## config.mk

```make
export PLATFORM = sky130hd
export DESIGN_NAME = animation_frame_selector
export DESIGN_NICKNAME = d
export VERILOG_FILES = /design/src/sv/afs_pkg.sv /design/src/sv/afs_ram.sv /design/src/sv/afs_ctrl.sv /design/src/sv/afs_datapath.sv /design/src/sv/animation_frame_selector.sv
export SDC_FILE = /design/constraint.sdc
export NUM_CORES = 2
export LEC_CHECK = 0
export BUFFER_PORTS_ARGS = -buffer_cell sky130_fd_sc_hd__clkbuf_2
export CORE_ASPECT_RATIO = 1.5
export CORE_MARGIN = 2
export CORE_UTILIZATION = 45
export CTS_CLUSTER_DIAMETER = 120
export CTS_CLUSTER_SIZE = 14
export DETAILED_ROUTE_END_ITERATION = 8
export GPL_TIMING_DRIVEN = 0
export PLACE_DENSITY = 0.71
export SYNTH_ARGS = -nofsm -noshare
export SYNTH_HDL_FRONTEND = slang
export SYNTH_SLANG_ARGS = --single-unit
```

## constraint.sdc

```tcl
create_clock -name clk -period 6.1 [get_ports clk]
set_clock_uncertainty 0.2 [all_clocks]
set_input_delay 0.915 -clock clk [delete_from_list [all_inputs] [get_ports clk]]
set_output_delay 0.915 -clock clk [all_outputs]
set_load 0.05 [all_outputs]
```

## src/sv/afs_pkg.sv

```systemverilog
// Shared constants, codes and controller/datapath interface types for the frame selector.
`timescale 1ns / 1ps

package afs_pkg;

  // Default sizes handed to the top-level parameters.
  localparam int MAX_FRAMES_DEF    = 64;
  localparam int LOOK_BITS_DEF     = 16;
  localparam int DURATION_BITS_DEF = 16;

  // Fixed port widths.
  localparam int OP_W        = 2;
  localparam int DUR_IN_W    = 16;
  localparam int LOOK_IN_W   = 16;
  localparam int TIME_IN_W   = 32;
  localparam int STATUS_W    = 2;
  localparam int INDEX_OUT_W = 6;
  localparam int LOOK_OUT_W  = 16;
  localparam int HELD_OUT_W  = 7;
  localparam int TOTAL_OUT_W = 22;

  // A clipped elapsed time is never negative, so one bit less is enough.
  localparam int TIME_W    = TIME_IN_W - 1;
  localparam int DIV_CNT_W = $clog2(TIME_W);

  // Operation codes.
  localparam logic [OP_W-1:0] OP_CLEAR  = 2'd0;
  localparam logic [OP_W-1:0] OP_APPEND = 2'd1;
  localparam logic [OP_W-1:0] OP_QUERY  = 2'd2;

  // Status codes.
  localparam logic [STATUS_W-1:0] ST_OK       = 2'd0;
  localparam logic [STATUS_W-1:0] ST_ZERO_DUR = 2'd1;
  localparam logic [STATUS_W-1:0] ST_FULL     = 2'd2;
  localparam logic [STATUS_W-1:0] ST_EMPTY    = 2'd3;

  // Commands from the controller to the datapath.
  typedef struct packed {
    logic accept;
    logic respond;
    logic div_step;
    logic srch_issue;
    logic srch_cmp;
    logic look_issue;
    logic finish;
  } afs_cmd_t;

  // Status from the datapath to the controller.
  typedef struct packed {
    logic empty;
    logic loop_en;
    logic div_last;
    logic srch_done;
  } afs_stat_t;

endpackage

```

## src/sv/afs_ram.sv

```systemverilog
// Generic simple dual-port RAM with one write port and a registered read port.
`timescale 1ns / 1ps

module afs_ram #(
  parameter int WIDTH = 16,
  parameter int DEPTH = 64
) (
  input  logic                                     clk,
  input  logic                                     we,
  input  logic [((DEPTH > 1) ? $clog2(DEPTH) : 1)-1:0] waddr,
  input  logic [WIDTH-1:0]                         wdata,
  input  logic [((DEPTH > 1) ? $clog2(DEPTH) : 1)-1:0] raddr,
  output logic [WIDTH-1:0]                         rdata
);

  logic [WIDTH-1:0] mem [DEPTH];

  // Write and registered read.
  always_ff @(posedge clk) begin
    if (we) begin
      mem[waddr] <= wdata;
    end
    rdata <= mem[raddr];
  end

endmodule

```

## src/sv/afs_ctrl.sv

```systemverilog
// Controller state machine that sequences the modulo and the binary search.
`timescale 1ns / 1ps

module afs_ctrl (
  input  logic                          clk,
  input  logic                          rst_n,
  input  logic                          start,
  input  logic [afs_pkg::OP_W-1:0]      op,
  input  afs_pkg::afs_stat_t            stat,
  output afs_pkg::afs_cmd_t             cmd,
  output logic                          busy
);

  localparam logic [2:0] S_IDLE  = 3'd0;
  localparam logic [2:0] S_DIV   = 3'd1;
  localparam logic [2:0] S_SADDR = 3'd2;
  localparam logic [2:0] S_SCMP  = 3'd3;
  localparam logic [2:0] S_LADDR = 3'd4;
  localparam logic [2:0] S_FIN   = 3'd5;

  logic [2:0] state_r;
  logic [2:0] state_nxt;

  // Next state and commands.
  always_comb begin
    cmd       = '0;
    state_nxt = state_r;
    case (state_r)
      S_IDLE: begin
        if (start) begin
          cmd.accept = 1'b1;
          if (op == afs_pkg::OP_QUERY && !stat.empty) begin
            state_nxt = stat.loop_en ? S_DIV : S_SADDR;
          end else begin
            cmd.respond = 1'b1;
          end
        end
      end
      S_DIV: begin
        cmd.div_step = 1'b1;
        if (stat.div_last) begin
          state_nxt = S_SADDR;
        end
      end
      S_SADDR: begin
        if (stat.srch_done) begin
          state_nxt = S_LADDR;
        end else begin
          cmd.srch_issue = 1'b1;
          state_nxt      = S_SCMP;
        end
      end
      S_SCMP: begin
        cmd.srch_cmp = 1'b1;
        state_nxt    = S_SADDR;
      end
      S_LADDR: begin
        cmd.look_issue = 1'b1;
        state_nxt      = S_FIN;
      end
      S_FIN: begin
        cmd.finish  = 1'b1;
        cmd.respond = 1'b1;
        state_nxt   = S_IDLE;
      end
      default: begin
        state_nxt = S_IDLE;
      end
    endcase
  end

  // State register.
  always_ff @(posedge clk) begin
    if (!rst_n) begin
      state_r <= S_IDLE;
    end else begin
      state_r <= state_nxt;
    end
  end

  assign busy = (state_r != S_IDLE);

endmodule

```

## src/sv/afs_datapath.sv

```systemverilog
// Datapath: frame tables, running totals, serial modulo and binary search registers.
`timescale 1ns / 1ps

module afs_datapath #(
  parameter int MAX_FRAMES    = afs_pkg::MAX_FRAMES_DEF,
  parameter int LOOK_BITS     = afs_pkg::LOOK_BITS_DEF,
  parameter int DURATION_BITS = afs_pkg::DURATION_BITS_DEF
) (
  input  logic                                clk,
  input  logic                                rst_n,
  input  afs_pkg::afs_cmd_t                   cmd,
  output afs_pkg::afs_stat_t                  stat,
  input  logic [afs_pkg::OP_W-1:0]            in_operation,
  input  logic [afs_pkg::DUR_IN_W-1:0]        in_frame_duration,
  input  logic [afs_pkg::LOOK_IN_W-1:0]       in_frame_look,
  input  logic signed [afs_pkg::TIME_IN_W-1:0] in_elapsed_time,
  input  logic                                cfg_we,
  input  logic                                cfg_loop_enable,
  output logic                                out_valid,
  output logic [afs_pkg::STATUS_W-1:0]        out_status,
  output logic [afs_pkg::INDEX_OUT_W-1:0]     out_selected_index,
  output logic [afs_pkg::LOOK_OUT_W-1:0]      out_selected_look,
  output logic [afs_pkg::HELD_OUT_W-1:0]      out_frames_held,
  output logic [afs_pkg::TOTAL_OUT_W-1:0]     out_total_ticks
);

  localparam int DUR_W = (DURATION_BITS < afs_pkg::DUR_IN_W) ? DURATION_BITS
                                                              : afs_pkg::DUR_IN_W;
  localparam int LK_W  = (LOOK_BITS < afs_pkg::LOOK_IN_W) ? LOOK_BITS : afs_pkg::LOOK_IN_W;
  localparam int IDX_W = (MAX_FRAMES > 1) ? $clog2(MAX_FRAMES) : 1;
  localparam int CNT_W = $clog2(MAX_FRAMES + 1);
  localparam int SUM_W = DUR_W + $clog2(MAX_FRAMES);
  localparam int TW    = afs_pkg::TIME_W;
  localparam int DCW   = afs_pkg::DIV_CNT_W;
  localparam int IOW   = afs_pkg::INDEX_OUT_W;
  localparam int LOW   = afs_pkg::LOOK_OUT_W;
  localparam int HOW   = afs_pkg::HELD_OUT_W;
  localparam int TOW   = afs_pkg::TOTAL_OUT_W;

  // Control state.
  logic [CNT_W-1:0] cnt_r;
  logic [SUM_W-1:0] sum_r;
  logic             loop_r;
  logic             out_valid_r;

  // Work registers.
  logic [TW-1:0]    t_r;
  logic [SUM_W-1:0] rem_r;
  logic [DCW-1:0]   div_cnt_r;
  logic [CNT_W-1:0] lo_r;
  logic [CNT_W-1:0] hi_r;
  logic [CNT_W-1:0] mid_r;
  logic [IDX_W-1:0] idx_r;

  // Result registers.
  logic [afs_pkg::STATUS_W-1:0] res_status_r;
  logic [IOW-1:0]               res_index_r;
  logic [LOW-1:0]               res_look_r;

  logic [DUR_W-1:0]             dur;
  logic [LK_W-1:0]              look_in;
  logic                         dur_zero;
  logic                         full;
  logic [SUM_W-1:0]             sum_add;
  logic                         append_ok;
  logic [afs_pkg::STATUS_W-1:0] imm_status;
  logic [TW-1:0]                t_load;
  logic [SUM_W:0]               trial;
  logic [SUM_W:0]               diff;
  logic                         ge;
  logic [SUM_W-1:0]             rem_nxt;
  logic [CNT_W:0]               mid_sum;
  logic [CNT_W-1:0]             mid;
  logic [CNT_W-1:0]             pick;
  logic [SUM_W-1:0]             rd_end;
  logic [LK_W-1:0]              rd_look;
  logic                         le;

  // Append decode.
  assign dur       = in_frame_duration[DUR_W-1:0];
  assign look_in   = in_frame_look[LK_W-1:0];
  assign dur_zero  = (dur == '0);
  assign full      = (cnt_r >= CNT_W'(MAX_FRAMES));
  assign sum_add   = sum_r + SUM_W'(dur);
  assign append_ok = cmd.accept && (in_operation == afs_pkg::OP_APPEND) && !dur_zero && !full;

  // Status of items that answer in the accept cycle.
  always_comb begin
    case (in_operation)
      afs_pkg::OP_CLEAR:  imm_status = afs_pkg::ST_OK;
      afs_pkg::OP_APPEND: imm_status = dur_zero ? afs_pkg::ST_ZERO_DUR :
                                       (full ? afs_pkg::ST_FULL : afs_pkg::ST_OK);
      afs_pkg::OP_QUERY:  imm_status = afs_pkg::ST_EMPTY;
      default:            imm_status = afs_pkg::ST_OK;
    endcase
  end

  // Negative elapsed times clip to zero.
  assign t_load = in_elapsed_time[afs_pkg::TIME_IN_W-1] ? '0 : in_elapsed_time[TW-1:0];

  // One restoring division step per cycle.
  assign trial   = {rem_r, t_r[TW-1]};
  assign diff    = trial - {1'b0, sum_r};
  assign ge      = (trial >= {1'b0, sum_r});
  assign rem_nxt = ge ? diff[SUM_W-1:0] : trial[SUM_W-1:0];

  // Binary search probe and final clamp to the last frame.
  assign mid_sum = {1'b0, lo_r} + {1'b0, hi_r};
  assign mid     = mid_sum[CNT_W:1];
  assign le      = (TW'(rd_end) <= t_r);
  assign pick    = (lo_r == cnt_r) ? (cnt_r - CNT_W'(1)) : lo_r;

  // End-time and look tables.
  afs_ram #(.WIDTH(SUM_W), .DEPTH(MAX_FRAMES)) u_end_ram (
    .clk   (clk),
    .we    (append_ok),
    .waddr (cnt_r[IDX_W-1:0]),
    .wdata (sum_add),
    .raddr (mid[IDX_W-1:0]),
    .rdata (rd_end)
  );

  afs_ram #(.WIDTH(LK_W), .DEPTH(MAX_FRAMES)) u_look_ram (
    .clk   (clk),
    .we    (append_ok),
    .waddr (cnt_r[IDX_W-1:0]),
    .wdata (look_in),
    .raddr (pick[IDX_W-1:0]),
    .rdata (rd_look)
  );

  // Table size, running total, loop register and result strobe.
  always_ff @(posedge clk) begin
    if (!rst_n) begin
      cnt_r       <= '0;
      sum_r       <= '0;
      loop_r      <= 1'b0;
      out_valid_r <= 1'b0;
    end else begin
      out_valid_r <= cmd.respond;
      if (cfg_we) begin
        loop_r <= cfg_loop_enable;
      end
      if (cmd.accept && in_operation == afs_pkg::OP_CLEAR) begin
        cnt_r <= '0;
        sum_r <= '0;
      end else if (append_ok) begin
        cnt_r <= cnt_r + CNT_W'(1);
        sum_r <= sum_add;
      end
    end
  end

  // Query work registers and result payload.
  always_ff @(posedge clk) begin
    if (cmd.accept) begin
      t_r       <= t_load;
      rem_r     <= '0;
      div_cnt_r <= '0;
      lo_r      <= '0;
      hi_r      <= cnt_r;
      if (cmd.respond) begin
        res_status_r <= imm_status;
        res_index_r  <= '0;
        res_look_r   <= '0;
      end
    end
    if (cmd.div_step) begin
      rem_r     <= rem_nxt;
      div_cnt_r <= div_cnt_r + DCW'(1);
      t_r       <= stat.div_last ? TW'(rem_nxt) : {t_r[TW-2:0], 1'b0};
    end
    if (cmd.srch_issue) begin
      mid_r <= mid;
    end
    if (cmd.srch_cmp) begin
      if (le) begin
        lo_r <= mid_r + CNT_W'(1);
      end else begin
        hi_r <= mid_r;
      end
    end
    if (cmd.look_issue) begin
      idx_r <= pick[IDX_W-1:0];
    end
    if (cmd.finish) begin
      res_status_r <= afs_pkg::ST_OK;
      res_index_r  <= IOW'(idx_r);
      res_look_r   <= LOW'(rd_look);
    end
  end

  // Status back to the controller.
  assign stat.empty     = (cnt_r == '0);
  assign stat.loop_en   = loop_r;
  assign stat.div_last  = (div_cnt_r == DCW'(TW - 1));
  assign stat.srch_done = (lo_r == hi_r);

  // Result ports.
  assign out_valid          = out_valid_r;
  assign out_status         = res_status_r;
  assign out_selected_index = res_index_r;
  assign out_selected_look  = res_look_r;
  assign out_frames_held    = HOW'(cnt_r);
  assign out_total_ticks    = TOW'(sum_r);

endmodule

```

## src/sv/animation_frame_selector.sv

```systemverilog
// Top level: animation frame table with elapsed-time lookup.
// Clear, append, unknown operations and queries on an empty table give their result
// in the cycle after the beat is accepted, and busy stays low, so one may follow per cycle.
// A query runs a bit-serial modulo when looping is on, then S binary search probes (at most
// log2(MAX_FRAMES) + 1), each a read and a compare on the end-time RAM, then a look-table
// read and the finish step. The result strobe lasts one cycle; the receiver cannot stall.
// Synchronous active-low reset empties the table and clears the loop setting.
`timescale 1ns / 1ps

module animation_frame_selector #(
  parameter int MAX_FRAMES    = afs_pkg::MAX_FRAMES_DEF,
  parameter int LOOK_BITS     = afs_pkg::LOOK_BITS_DEF,
  parameter int DURATION_BITS = afs_pkg::DURATION_BITS_DEF
) (
  input  logic                                 clk,
  input  logic                                 rst_n,
  input  logic                                 start,
  output logic                                 busy,
  input  logic [afs_pkg::OP_W-1:0]             in_operation,
  input  logic [afs_pkg::DUR_IN_W-1:0]         in_frame_duration,
  input  logic [afs_pkg::LOOK_IN_W-1:0]        in_frame_look,
  input  logic signed [afs_pkg::TIME_IN_W-1:0] in_elapsed_time,
  output logic                                 out_valid,
  output logic [afs_pkg::STATUS_W-1:0]         out_status,
  output logic [afs_pkg::INDEX_OUT_W-1:0]      out_selected_index,
  output logic [afs_pkg::LOOK_OUT_W-1:0]       out_selected_look,
  output logic [afs_pkg::HELD_OUT_W-1:0]       out_frames_held,
  output logic [afs_pkg::TOTAL_OUT_W-1:0]      out_total_ticks,
  input  logic                                 cfg_valid,
  output logic                                 cfg_ready,
  input  logic                                 cfg_loop_enable
);

  afs_pkg::afs_cmd_t  cmd;
  afs_pkg::afs_stat_t stat;
  logic               cfg_we;

  // The loop register takes a beat in any cycle.
  assign cfg_ready = 1'b1;
  assign cfg_we    = cfg_valid & cfg_ready;

  afs_ctrl u_ctrl (
    .clk   (clk),
    .rst_n (rst_n),
    .start (start),
    .op    (in_operation),
    .stat  (stat),
    .cmd   (cmd),
    .busy  (busy)
  );

  afs_datapath #(
    .MAX_FRAMES    (MAX_FRAMES),
    .LOOK_BITS     (LOOK_BITS),
    .DURATION_BITS (DURATION_BITS)
  ) u_datapath (
    .clk                (clk),
    .rst_n              (rst_n),
    .cmd                (cmd),
    .stat               (stat),
    .in_operation       (in_operation),
    .in_frame_duration  (in_frame_duration),
    .in_frame_look      (in_frame_look),
    .in_elapsed_time    (in_elapsed_time),
    .cfg_we             (cfg_we),
    .cfg_loop_enable    (cfg_loop_enable),
    .out_valid          (out_valid),
    .out_status         (out_status),
    .out_selected_index (out_selected_index),
    .out_selected_look  (out_selected_look),
    .out_frames_held    (out_frames_held),
    .out_total_ticks    (out_total_ticks)
  );

  // A long query ends with a strobe in the cycle busy drops.
  a_fin_strobe: assert property (@(posedge clk) disable iff (!rst_n)
    $fell(busy) |-> out_valid)
    else $error("query finished without a result strobe");

  // Busy only rises after an accepted query on a non-empty table.
  a_busy_cause: assert property (@(posedge clk) disable iff (!rst_n)
    $rose(busy) |-> $past(cmd.accept && in_operation == afs_pkg::OP_QUERY && !stat.empty))
    else $error("busy raised without a query");

  // An empty-table status only comes with an empty table.
  a_empty_status: assert property (@(posedge clk) disable iff (!rst_n)
    out_valid && out_status == afs_pkg::ST_EMPTY |-> stat.empty)
    else $error("empty status reported while frames are held");

  // A clear leaves no frames and no total behind.
  a_clear: assert property (@(posedge clk) disable iff (!rst_n)
    cmd.accept && in_operation == afs_pkg::OP_CLEAR |=> stat.empty && out_total_ticks == '0)
    else $error("clear did not empty the table");

endmodule
```

# --- Word-level counts from Yosys, hierarchy flattened ---
# Memory sizes are Yosys's and may differ from the RTL's. A register that Yosys moved wholly into a read port is not among the register bits.
# Cells that the tools add are included.
totals:
  reg_bits: 143
  ramBits: 2432
  output_inout_bits: 56
  elab_cells: 104
  n_memories: 2
classes:
  n_addsub: 7
  magnitude_cmp: 3
  n_eq_ne: 13
  mux: 43
  bitwise: 1
  reduce_logical: 20
mem_list:
  columns: ["name", "depth", "width", "rd", "rd_ports_with_merged_regs", "wr", "line_no", "rtl"]
  rows:
  - ["u_datapath.u_end_ram.mem", 64, 22, 1, 1, 1, "afs_ram.sv:16", "logic [WIDTH-1:0] mem [DEPTH];"]
  - ["u_datapath.u_look_ram.mem", 64, 16, 1, 1, 1, "afs_ram.sv:16", null]
op_table:
  columns: ["cell", "count"]
  rows:
  - ["2-to-1 mux 31 bit", 4]
  - ["2-to-1 mux 22 bit", 3]
  - ["2-to-1 mux 16 bit", 3]
  - ["2-to-1 mux 7 bit", 6]
  - ["less-or-equal comparator 22 x 31 -> 1 bit", 1]
  - ["2-to-1 mux 6 bit", 4]
  - [">= comparator 23 x 22 -> 1 bit", 1]
  - ["adder 22 x 16 -> 22 bit", 1]
  - ["subtractor 22 bit", 1]
  - ["logical NOT 16 bit", 1]
  - ["one-hot mux 3 bit (5 select lines)", 1]
  - ["adder 7 x 1 -> 7 bit (second input constant)", 2]
  - ["== test 7 bit", 2]
  - ["2-to-1 mux 3 bit", 4]
  - ["2-to-1 mux 1 bit", 10]
  - ["2-to-1 mux 5 bit", 2]
  - ["adder 7 x 7 -> 8 bit", 1]
  - ["2-to-1 mux 2 bit", 4]
  - [">= comparator 7 bit (second input constant)", 1]
  - ["logical NOT 7 bit", 1]
  - ["== test 3 x 2 -> 1 bit (second input constant)", 2]
  - ["== test 3 bit (second input constant)", 2]
  - ["nonzero test 2 bit", 3]
  - ["subtractor 6 x 1 -> 6 bit (second input constant)", 1]
  - ["other kinds (18)", 26]

# --- Depth between registers and ports, before layout ---
depth:
  word_depth: 11
  ltp_mapped: 15
  depth_no_buf: 12

# --- By module ---
# From an unflattened synthesis, not the netlist that was laid out.
unflattened:
  hier_cells: 5210
  area_unflattened_um2: 104034.8
modules_own_cells:
  columns: ["module", "instances", "cells_per_inst", "area_per_inst_um2", "seq_area_each_um2"]
  rows:
  - ["afs_ram (u_datapath.u_end_ram)", 1, 2349, 54260.8, 42721.0]
  - ["afs_ram (u_datapath.u_look_ram)", 1, 1829, 40042.2, 31069.8]
  - ["afs_datapath", 1, 999, 9437.8, 3733.6]
  - ["afs_ctrl", 1, 31, 282.8, 60.1]
  - ["animation_frame_selector", 1, 2, 11.3, 0.0]

# --- Worst setup path before layout ---
# Ideal clock, no wire load.
synth_timing:
  path_type: "input-to-reg"
  from: "input in_frame_duration[0] in the netlist's numbering"
  to: "memory u_datapath.u_end_ram.mem[0][20] in the netlist's numbering, data pin"
  setup_time_ns: 0.567
  t_arrival_ns: 4.656
  required_ns: 5.333
  path_slack_ns: 0.677
  cell_stages: 10
  cell_sequence: "ha_1 > fa_1 > a21o_1 > a221o_1 > o21a_1 > nand2b_1 > a31oi_1 > a31o_2 > nor2b_1 > xnor2_1"
synth_between:
  elab_chain_len: 1
synth_rtl:
  columns: ["element", "line_no", "rtl"]
  rows:
  - ["from (decl)", "animation_frame_selector.sv:20", "input logic [afs_pkg::DUR_IN_W-1:0] in_frame_duration,"]
  - ["adder 22 x 16 -> 22 bit", "afs_datapath.sv:84", "assign sum_add = sum_r + SUM_W'(dur);"]
  - ["named net u_datapath.sum_add[20]", "afs_datapath.sv:64", "logic [SUM_W-1:0] sum_add;"]
  - ["to (decl)", "afs_ram.sv:16", null]
# The timed path passes the listed nets, and every way through them passes these cells.

# --- Worst setup path after layout ---
layout_timing:
  from: "register u_datapath.cnt_r[1] (netlist: u_datapath.out_frames_held[1])"
  to: "register u_datapath.u_look_ram.rdata[6] (read register of u_datapath.u_look_ram.mem)"
layout_between:
  elab_chain_len: 2
layout_rtl:
  columns: ["element", "line_no", "rtl"]
  rows:
  - ["from (decl)", "afs_datapath.sv:41", "logic [CNT_W-1:0] cnt_r;"]
  - ["from (signal assigned)", "afs_datapath.sv:148", "cnt_r <= cnt_r + CNT_W'(1);"]
  - ["subtractor 6 x 1 -> 6 bit or == test 7 bit (tied branches)", "afs_datapath.sv:111", "assign pick = (lo_r == cnt_r) ? (cnt_r - CNT_W'(1)) : lo_r;"]
  - ["2-to-1 mux 6 bit *", "afs_datapath.sv:111", null]
  - ["to (decl)", "afs_ram.sv:13", "output logic [WIDTH-1:0] rdata"]
# Mark *: on every way between the ends. The rest lies on a longest branch, timed or not.
# A chain may end at the register's enable or synchronous reset.

==> flow_summary.json <==
{
  "power.density_cell_area_nw_per_um2": 309,
  "critPathArrivalTime_ns": 6.69,
  "post_cts_resize_count": 0,
  "worstSetupStartpointType": "flip-flop",
  "finalSetupViolCount": 0,
  "design_power_total_mw": 35.9,
  "cp.required_ns": 6.71,
  "post-route-drc-count": 0,
  "yosysWarningCount": 0,
  "final.min_clock_period_ns": 6.07,
  "worst_pin_slew_ns": 1.57,
  "crit_path_end_kind": "flip-flop",
  "final_clock_period_utilization_by_the_worst_path": 0.996,
  "die-area_um2": 232000,
  "synth.lib_cells_used.distinct": 79,
  "post-cts-setup-buffers": 0,
  "fin_setup_tns_ns": 0,
  "die_w_um": 394,
  "floorplan.die.height_um": 589,
  "critical_path.cell_chain": "buf_2 -> xnor2_1 -> nand4_2 -> nor2_8 -> mux2i_1 -> buf_2 -> nand2_1 -> nor3_1 -> clkbuf_1 -> a22oi_1 -> nand4_1 -> or3_1",
  "tritoncts_clock_tree": "built",
  "critPathMostFrequentCell": "sky130_fd_sc_hd__buf_2",
  "io_buffer_count": 125,
  "min_path_type": "input port to flip-flop",
  "synthDominantCellAreaShare": 0.739,
  "synth.area.top_cells": "sky130_fd_sc_hd__edfxtp_1 (74%), sky130_fd_sc_hd__mux4_2 (9.7%), sky130_fd_sc_hd__nand2_1 (2.8%)",
  "post_synth_net_total": 5809,
  "boundaryPins": 127,
  "path_delay_family": "simple AND/OR/NAND/NOR gates",
  "route.antenna.remaining_nets": 0,
  "cts_max_level": 4,
  "critical_path_class": "flip-flop to flip-flop",
  "floorplan.core_area_um2": 227000,
  "cts_hold_buffers": 0,
  "path_clk_slew_ns": 0.08,
  "row_count": 214,
  "grt_pass1_wl_um": 415000,
  "grt-ovfl-total": 0,
  "vias": 56800,
  "maximum_ir_drop_on_the_vdd_rail_uv": 260,
  "maxCapViolations": 2,
  "worst_path_max_delay_cell": "sky130_fd_sc_hd__nor3_1",
  "dominant_cell_type_by_area_after_synthesis": "sky130_fd_sc_hd__edfxtp_1",
  "first_global_vias": 56600,
  "maximum_number_of_pins_on_one_net_before_global_route_repair": 65,
  "grt_usage": 0.250,
  "post-dp-hpwl_um": 205000,
  "routed_via_count_divided_by_cell_count": 6.14,
  "critical_path_peak_fanout": 10,
  "ys_async_sr_fraction": 0,
  "globalplace.congestion": 0.966,
  "fin_max_slew_vios": 19,
  "post_synthesis_instance_area_um2": 103000,
  "tritoncts_buffers": 212,
  "postSynthRegisterBits": 2613,
  "violations": "max-capacitance violations, max-slew violations",
  "yosys_most_used_dff": "sky130_fd_sc_hd__edfxtp_1",
  "critPathBufInv": 3,
  "antenna_found_initial": 20,
  "synth_cells": 5660,
  "cts.path.max_buffers": 4,
  "yosysSeqAreaShare": 0.756,
  "drtIter0Drc": 6814,
  "worstSkewPairLatency_ns": 0.88,
  "clock_sink_count": 2613,
  "cp_slowest_stage_delay_ns": 1.04,
  "finalHoldViolations": 0,
  "synth_enable_flop_cells": 2525,
  "max_freq_ghz": 0.165,
  "cts-root-buf": "sky130_fd_sc_hd__clkbuf_16",
  "commonest_cells_after_routing_fill_and_taps_aside": "sky130_fd_sc_hd__edfxtp_1 (2525), sky130_fd_sc_hd__nand2_1 (759), sky130_fd_sc_hd__mux4_2 (444)",
  "status": "complete, but fails checks",
  "grt_setup_unrepaired": "false",
  "routed_wirelength_um": 295000,
  "final_design_area_no_fill_um2": 116000,
  "detail_route.first_pass.iterations": 6,
  "floorplan.initialDensity": 0.453,
  "total_leakage_power_nw": 36.7,
  "postSynthAreaPerCell_um2": 18.1,
  "layout.cells.most_common": "sky130_fd_sc_hd__edfxtp_1",
  "place_area_um2": 110000,
  "wl_per_cell_um": 31.8,
  "syn_to_final_growth_pct": 13.1,
  "post_route_cells_drive_above_1_share": 0.183,
  "design.final.nets": 6292,
  "relSlewSlack": -0.0500
}
[cell usage after synthesis (62+ instances only)]
cell type                  count
sky130_fd_sc_hd__buf_1        62
sky130_fd_sc_hd__a21oi_1      83
sky130_fd_sc_hd__ha_1         75
sky130_fd_sc_hd__nor2_1      163
sky130_fd_sc_hd__mux2i_1     194
sky130_fd_sc_hd__inv_1        69
sky130_fd_sc_hd__nand2_1     760
sky130_fd_sc_hd__nand4_1      91
sky130_fd_sc_hd__a32oi_1     142
sky130_fd_sc_hd__edfxtp_1   2525
sky130_fd_sc_hd__nand3_1     209
sky130_fd_sc_hd__clkbuf_1    166
sky130_fd_sc_hd__dfxtp_1      88
sky130_fd_sc_hd__mux4_2      444
[worst min-delay path: stages]
cell and delay, ns:
sky130_fd_sc_hd__clkbuf_2 0.08, sky130_fd_sc_hd__mux2i_1 0.06, sky130_fd_sc_hd__nor2b_1 0.11
[final timing paths]
path                                               startpoint                              to  slack [ns]  cells after the start
worst max register to register  u_datapath.out_frames_held[1]  u_datapath.u_look_ram.rdata[6]        0.03                     12
worst max-delay path            u_datapath.out_frames_held[1]  u_datapath.u_look_ram.rdata[6]        0.03                     12
worst min register to register       u_datapath.out_status[0]        u_datapath.out_status[0]        0.28                      2
worst min-delay path                          cfg_loop_enable               u_datapath.loop_r        0.12                      3
[through the flow]
stage / cells / hold slack, ns / setup WS, ns / utilization
after floorplan: 5660 / 0.264 / 0.677 / -
after global placement: 8809 / 0.252 / -2.68 / 0.472
after detailed placement: 8947 / 0.251 / 0.237 / 0.487
after CTS: 9222 / 0.0712 / 0.190 / 0.512
after global routing: 9244 / 0.103 / 0.206 / 0.512
final: 9253 / 0.115 / 0.0261 / 0.512
[cells by family (layout without fill, tap and decap cells)]
family | after synthesis | in the layout | synth area share
mux | 655 | 655 | 0.118
other cells | 1 | 26 | 0.0000365
flops | 2613 | 2613 | 0.756
compound gates | 468 | 468 | 0.0335
simple gates | 1411 | 1411 | 0.0620
xor+xnor | 68 | 68 | 0.00580
fa+ha+maj | 78 | 78 | 0.00973
buf+inv | 366 | 910 | 0.0145
[sequential cells by signal, indices dropped and copies added, names as in the netlist, 2 cells and up]
| register | flops |
|---|---|
| u_datapath.rem_r | 22 |
| u_datapath.u_look_ram.mem | 1024 |
| u_datapath.out_selected_look | 16 |
| u_datapath.lo_r | 7 |
| u_datapath.out_frames_held | 7 |
| u_datapath.out_selected_index | 6 |
| u_datapath.u_end_ram.rdata | 22 |
| u_datapath.t_r | 31 |
| u_datapath.div_cnt_r | 5 |
| u_datapath.out_total_ticks | 22 |
| u_datapath.mid_r | 7 |
| u_datapath.idx_r | 6 |
| u_datapath.u_look_ram.rdata | 16 |
| u_datapath.hi_r | 7 |
| u_datapath.out_status | 2 |
| u_ctrl.state_r | 3 |
| u_datapath.u_end_ram.mem | 1408 |
[layer usage]
layer,track usage,part of all wire
met5,0,0.00018
met2,0.419,0.49
met3,0.0451,0.087
met4,0.188,0.089
met1,0.288,0.33
[cell type report]
class                           count  area (µm²)
Clock buffer                      270        5610
Antenna cell                       25        62.6
Multi-Input combinational cell   2681       24200
Clock inverter                      5        52.6
Fill cell                       17800      110000
Buffer                            291        1210
Sequential cell                  2613       77600
Timing Repair Buffer              269        3250
Inverter                           75         282
Tap cell                         3024        3780
[where the power goes]
| group | total, mW | leakage (nW) | internal (mW) | switching (mW) |
|---|---|---|---|---|
| registers | 20.1 | 23.7 | 20.0 | 0.0953 |
| clock network | 12.4 | 2.75 | 6.36 | 6.02 |
| logic | 3.46 | 10.2 | 0.998 | 2.46 |
| total | 35.9 | 36.7 | 27.3 | 8.57 |
(Power assumes the default switching activity.)
